File: config.mk
export PLATFORM = sky130hd
export DESIGN_NAME = dgt_ram
export DESIGN_NICKNAME = d
export VERILOG_FILES = /design/src/rtl/core/dependency_group_table_unit_macros.svh /design/src/rtl/core/dgt_ram.sv
export SDC_FILE = /design/constraint.sdc
export NUM_CORES = 1
export LEC_CHECK = 0
export ABC_CLOCK_PERIOD_IN_PS = 2600
export BUFFER_PORTS_ARGS = -buffer_cell sky130_fd_sc_hd__buf_4
export CAP_MARGIN = 5
export CORE_MARGIN = 4
export CORE_UTILIZATION = 40
export CTS_BUF_LIST = sky130_fd_sc_hd__clkbuf_4
export DETAILED_ROUTE_END_ITERATION = 10
export PLACE_DENSITY = 0.66
export SYNTH_ARGS = -nofsm -noshare
export SYNTH_HDL_FRONTEND = slang
export SYNTH_SLANG_ARGS = --single-unit
File: constraint.sdc
create_clock -name clock -period 2.6 [get_ports clock]
set_input_delay 0.52 -clock clock [delete_from_list [all_inputs] [get_ports clock]]
set_output_delay 0.52 -clock clock [all_outputs]
set_load 0.02 [all_outputs]
File: src/rtl/core/dependency_group_table_unit_macros.svh
// Assertion macros shared by the dependency group table RTL.
`ifndef DEPENDENCY_GROUP_TABLE_UNIT_MACROS_SVH
`define DEPENDENCY_GROUP_TABLE_UNIT_MACROS_SVH

// A condition that holds at every clock edge outside reset.
`define DGT_ASSERT_ALWAYS(lbl, cond, msg) \
   lbl: assert property (@(posedge clock) disable iff (reset) (cond)) else $error(msg);

// A consequence that holds in the same cycle as its cause.
`define DGT_ASSERT_IMPL(lbl, ante, cons, msg) \
   lbl: assert property (@(posedge clock) disable iff (reset) (ante) |-> (cons)) else $error(msg);

// A consequence that holds in the cycle after its cause.
`define DGT_ASSERT_NEXT(lbl, ante, cons, msg) \
   lbl: assert property (@(posedge clock) disable iff (reset) (ante) |=> (cons)) else $error(msg);

`endif

File: src/rtl/core/dgt_ram.sv
// Generic simple dual-port RAM with a registered read.
`default_nettype none
module dgt_ram #(
   parameter int WIDTH = 8,
   parameter int DEPTH = 16
) (
   input  wire logic                     clock,
   input  wire logic                     wr_en,
   input  wire logic [$clog2(DEPTH)-1:0] wr_addr,
   input  wire logic [WIDTH-1:0]         wr_data,
   input  wire logic [$clog2(DEPTH)-1:0] rd_addr,
   output logic      [WIDTH-1:0]         rd_data
);
   logic [WIDTH-1:0] mem_ff [DEPTH];
   logic [WIDTH-1:0] rd_data_ff;

   // At most one write, when wr_en is high, and one registered read each cycle.
   always_ff @(posedge clock) begin
      if (wr_en) begin
         mem_ff[wr_addr] <= wr_data;
      end
      rd_data_ff <= mem_ff[rd_addr];
   end

   assign rd_data = rd_data_ff;
endmodule
`default_nettype wire
==> impl_metrics.toml, run 1 <==
[grt]
overflow = 0
grt_max_degree = 33
grt_pass1_vias = 2479
top_usage_layer = "met2"
met3_usage_pct = 4.34
grt_use_met1_pct = 17.4
grt.total_usage_pct = 13.7
grt_pass1_wl_mm = 14.4
grt_antenna_before_repair = 1
met2_usage_pct = 21.8

[cells_and_area]
layout.area.seq_um2 = 4000
nNetsFinal = 298
final_common_cell = "edfxtp_1"
multi_input_area_um2 = 1060
fillers = 1066
final_cell_mix = "edfxtp_1, buf_4, clkbuf_4"
area_growth_pct = 16.1
fin_util_pct = 47.4
drive_above_1_share_pct = 31.1

[power_and_ir_drop]
p_total_mw = 4.41
p_per_area_nw_per_um2 = 738
ir_worst_vdd_mv = 0.286
leakagePower_nw = 2.00

[clocking]
clock_sinks = 136
cts_resized = 0
cts_tree = "built"
clock_path_buffers = 2
cts_root_buffer = "clkbuf_4"
path_clk_slew_ps = 120
clk_latency_ps = 520
htreeDepth = 4
cts_hold_buf = 0
postCtsSetupBuffers = 0
cts_buffers = 17

[hold_path]
whs_path_depth = 1
min_from = "wr_data[7]"
hold_end = "mem_ff[15][7]"
min_path_type = "in2reg"

[timing]
clock.fmax_mhz = 654
hold_viol = 0
finalCritPeriodShare_pct = 58.8
finalMaxSlewViolations = 0
fin_setup_tns_ps = 0
setup_viol = 0
layout_min_cycle_time_ps = 1530
skew_ps = 15.7
rsz0062_at_grt = "no"
worst_slew_pin_slew_ps = 662
relSlewSlack_pct = 55.7

[setup_path]
reg2reg_slack_ps = 1260
worst_setup_path_start_kind = "register"
critPathMaxStageDelay_ps = 350
rr_endpoint = "rd_data[1]"
crit_fanout = 1
path_buf_inv = 1
arrival_ps = 1010
end_kind = "primary output"
required_ps = 2080
path_cells = "buf_4"
r2r_cells = 3
r2r-start = "mem_ff[5][1]"
worstSetupPathType = "reg2out"
cpLargestDelayFamily = "flip-flops"
cp_slowest_cell = "dfxtp_1"

[logic_synthesis]
synth_seq_cells = 136
synth_area_um2 = 5150
syn_nets = 247
ys_seq_area_share_pct = 77.8
syn_inst = 229
synth.yosys.warnings = 0
synth.avg_cell_area_um2 = 22.5
ys_types = 19

[detailed_routing]
wire_per_inst_um = 19.7
drc = 0
drt_iter0_markers = 151
vias_per_cell = 5.16
vias = 2406
first_pass_iters = 5
ant_nets = 0
totalWireLength_mm = 9.19

[floorplan]
die_x_um = 121
ios = 26
start_util_pct = 40.8
fp.dieH_um = 121
core_region_area_um2 = 12600
fp.dieArea_um2 = 14700
num_rows = 41

[placed_design]
gp_congestion = 0.713
hpwl_mm = 5.98
port_buffers = 25

[outcome]
outcome = "finished clean"

[run]
maxCapViolCount = 0
[per-layer routing]
layer  part of all wire [%]  wire length (um)
met1                     43              3960
met2                     51              4680
met3                    4.3               392
met4                    1.8               163
met5                      0                 0
[area by class of cell]
type                            count  share of cell area (%)
Clock inverter                     13                    3.79
Sequential cell                   136                    67.0
Multi-Input combinational cell     83                    17.7
Timing Repair Buffer               42                    5.49
Clock buffer                       19                    2.39
Tap cell                          172                    3.60
Antenna cell                        1                  0.0419
[registers in the layout, summed over array words and instances, names as in the netlist]
register	count
mem_ff	128
rd_data	8
[Yosys cell counts]
cell,number,share of area [%]
buf_2,3,0.29
clkdlybuf4s25_2,3,0.58
mux4_1,14,7.1
mux4_2,18,7.9
or3b_2,1,0.17
nand3b_1,2,0.29
nand2_1,9,0.66
nand2b_1,2,0.24
edfxtp_1,128,75
nor3_1,4,0.39
dfxtp_1,8,3.1
a22oi_1,16,2.3
nand3_1,1,0.097
and2_1,1,0.12
nor2_1,13,0.95
nor2b_1,1,0.12
buf_6,3,0.66
buf_4,1,0.15
and2b_1,1,0.15
[how the worst max path moves through the flow]
stage | startpoint | end | slack [ps] | cells past startpoint
after CTS | rd_data[4] | rd_data[4] | 1010 | 1
after floorplan | wr_addr[2] | mem_ff[0][0] | 590 | 2
after detailed placement | rd_addr[0] | rd_data[1] | 650 | 5
after global routing | rd_data[5] | rd_data[5] | 1000 | 1
final | rd_data[5] | rd_data[5] | 1070 | 1
after global placement | rd_addr[0] | rd_data[1] | 620 | 5
[logic make-up after synthesis]
group | after synthesis | share of synthesized area [%]
buffers and inverters | 10 | 1.68
and+or+nand+nor | 35 | 3.18
muxes | 32 | 15.0
DFF | 136 | 77.8
AOI/OAI and AO/OA | 16 | 2.33
[power breakdown]
group / leakage (nW) / internal [mW] / switching [mW]
Clock: 0.192 / 0.976 / 0.726
Combinational: 0.586 / 0.111 / 0.137
Sequential: 1.22 / 2.45 / 0.0128
[metrics by stage]
stage	hold WS [ps]	std cells	cell area [um2]	worst slack (ps)
after detailed placement	665	433	5600	646
after floorplan	619	229	5150	587
after CTS	254	465	5970	1010
after global routing	263	466	5980	998
after global placement	654	433	5600	622
final	302	466	5980	1070
(Power assumes the default switching activity.)
==> run 2: changes to the inputs <==
--- a/config.mk
+++ b/config.mk
@@ -5,7 +5,7 @@
 export SDC_FILE = /design/constraint.sdc
 export NUM_CORES = 1
 export LEC_CHECK = 0
-export ABC_CLOCK_PERIOD_IN_PS = 2600
+export ABC_CLOCK_PERIOD_IN_PS = 1600
 export BUFFER_PORTS_ARGS = -buffer_cell sky130_fd_sc_hd__buf_4
 export CAP_MARGIN = 5
 export CORE_MARGIN = 4
==> constraint.sdc (replaced) <==
create_clock -name clock -period 1.6 [get_ports clock]
set_input_delay 0.32 -clock clock [delete_from_list [all_inputs] [get_ports clock]]
set_output_delay 0.32 -clock clock [all_outputs]
set_load 0.02 [all_outputs]
==> run 2 against run 1 <==
Compared with the run above:
- non-clock buffer count up 6
- clock-buffer cell count decreased by 1
- cell count up 1.3%
- sequential cell count is the same
- clock power is 22% higher
- largest power group unchanged
- via count rose by 1.2%
- critical path depth grew 2
- first-iteration DRC count increased by 38%
- register-to-register slack worse by 1000 ps
==> impl_metrics.toml, run 2 (synthesized netlist as in run 1, its figures left out) <==
[outcome]
outcome = "finished clean"

[clocking]
cts_root_buffer = "clkbuf_4"
clock_sinks = 136
clk_latency_ps = 510
cts_hold_buf = 0
postCtsSetupBuffers = 0
clock_path_buffers = 2
htreeDepth = 4
path_clk_slew_ps = 110
cts_resized = 0
cts_buffers = 17
cts_tree = "built"

[detailed_routing]
drc = 0
drt_iter0_markers = 209
vias = 2435
vias_per_cell = 5.16
wire_per_inst_um = 19.8
ant_nets = 0
first_pass_iters = 5
totalWireLength_mm = 9.34

[hold_path]
hold_end = "mem_ff[0][0]"
min_from = "wr_data[0]"
min_path_type = "in2reg"
whs_path_depth = 1

[cells_and_area]
largest_reg_flops = 128
final_cell_mix = "edfxtp_1, buf_4, mux4_2, clkbuf_4, a22oi_1"
area_growth_pct = 16.0
fillers = 1074
instances_no_fill = 472
drive_above_1_share_pct = 31.8
regMostFlops = "mem_ff"
nNetsFinal = 304
final_common_cell = "edfxtp_1"

[power_and_ir_drop]
leakagePower_nw = 2.00
p_clk_share_pct = 31.8
p_int_mw = 5.11
comb_power_share_pct = 6.6
p_sw_share_pct = 21.5
seq_power_share_pct = 61.5
p_per_area_nw_per_um2 = 1090
p_total_mw = 6.50
power_switching_mw = 1.40
ir_worst_vdd_mv = 0.356

[grt]
grt.total_usage_pct = 14.0
grt_pass1_wl_mm = 14.9
met2_usage_pct = 23.6
met3_usage_pct = 4.15
overflow = 0
grt_antenna_before_repair = 1
grt_max_degree = 20
grt_pass1_vias = 2606
top_usage_layer = "met2"
grt_use_met1_pct = 17.0

[setup_path]
r2r-start = "mem_ff[9][4]"
r2r_cells = 3
crit_fanout = 1
path_cells = "mux4_1, a22oi_1, nand2_1"
end_kind = "register"
cp_slowest_cell = "mux4_1"
worst_setup_path_start_kind = "register"
critPathMaxStageDelay_ps = 530
required_ps = 1990
reg2reg_slack_ps = 250
arrival_ps = 1750
rr_endpoint = "rd_data[4]"
worstSetupPathType = "reg2reg"

[timing]
fin_setup_tns_ps = 0
worst_slew_pin_slew_ps = 656
rsz0062_at_grt = "no"
finalMaxSlewViolations = 0
setup_viol = 0
hold_slack_ps = 118
hold_viol = 0
relSlewSlack_pct = 56.2
skew_ps = 18.8
clock.fmax_mhz = 739
finalCritPeriodShare_pct = 84.5
layout_min_cycle_time_ps = 1350

[placed_design]
dp_cells = 439
hpwl_mm = 6.43
gp_congestion = 0.735
port_buffers = 25

[run]
maxCapViolCount = 0

[floorplan]
start_util_pct = 40.8
die_x_um = 121
core_region_area_um2 = 12600
fp.dieH_um = 121
fp.dieArea_um2 = 14700
num_rows = 41
ios = 26
[run 2: changes by cell type in the layout (fill, tap and decap cells not counted)]
cell	delta
nor3_2	+1
inv_6	+1
clkinv_2	+1
clkbuf_4	-1
buf_12	+4
bufinv_16	-4
clkinv_1	+3
nor3_1	-1
buf_4	+2
[run 2: cell type report]
type,instances,area (um2),area share [%]
sequential,136,4000,67.0
clock buffer,18,135,2.26
tap,172,215,3.60
multi-input combinational,83,1060,17.8
antenna,1,2.50,0.0419
clock inverter,14,131,2.20
timing repair buffer,48,423,7.08
[run 2: worst max-delay path: cells and delay by family (launching register included)]
kind             cells  cell delay (ps)
multiplexers         1              530
flip-flops           1              370
AO/OA/AOI/OAI        1              270
AND/OR/NAND/NOR      1               80
[run 2: per-layer routing]
layer,part of all wire [%],vias to the layer above
li1,-,1092
met1,41,1258
met2,52,74
met3,5.3,11
met4,1.2,0
met5,0,-
[run 2: power groups by stage]
stage	clock network [mW]	registers [mW]	logic (mW)
after CTS	2.14	4.00	0.440
after floorplan	0	4.10	0.202
after global routing	2.34	4.01	0.471
after global placement	0	4.08	0.428
final	2.07	4.00	0.431
after detailed placement	0	4.08	0.440
[run 2: stage by stage]
step	util (%)	instance area (um2)	setup WS, ps
after global routing	47.3	5970	140
after floorplan	-	5150	13.9
after detailed placement	45.2	5700	-115
after global placement	45.2	5700	-99.6
final	47.3	5970	248
after CTS	47.3	5970	197
[run 2: how the worst max path moves through the flow]
stage | slack, ps | to | startpoint | cells after the start
3_3_place_gp | -100 | rd_data[2] | rd_addr[0] | 5
2_1_floorplan | 10 | mem_ff[3][0] | wr_addr[2] | 2
3_5_place_dp | -110 | rd_data[2] | rd_addr[0] | 5
6_report | 250 | rd_data[4] | mem_ff[9][4] | 3
4_1_cts | 200 | rd_data[7] | rd_data[7] | 1
5_1_grt | 140 | rd_data[4] | mem_ff[9][4] | 3
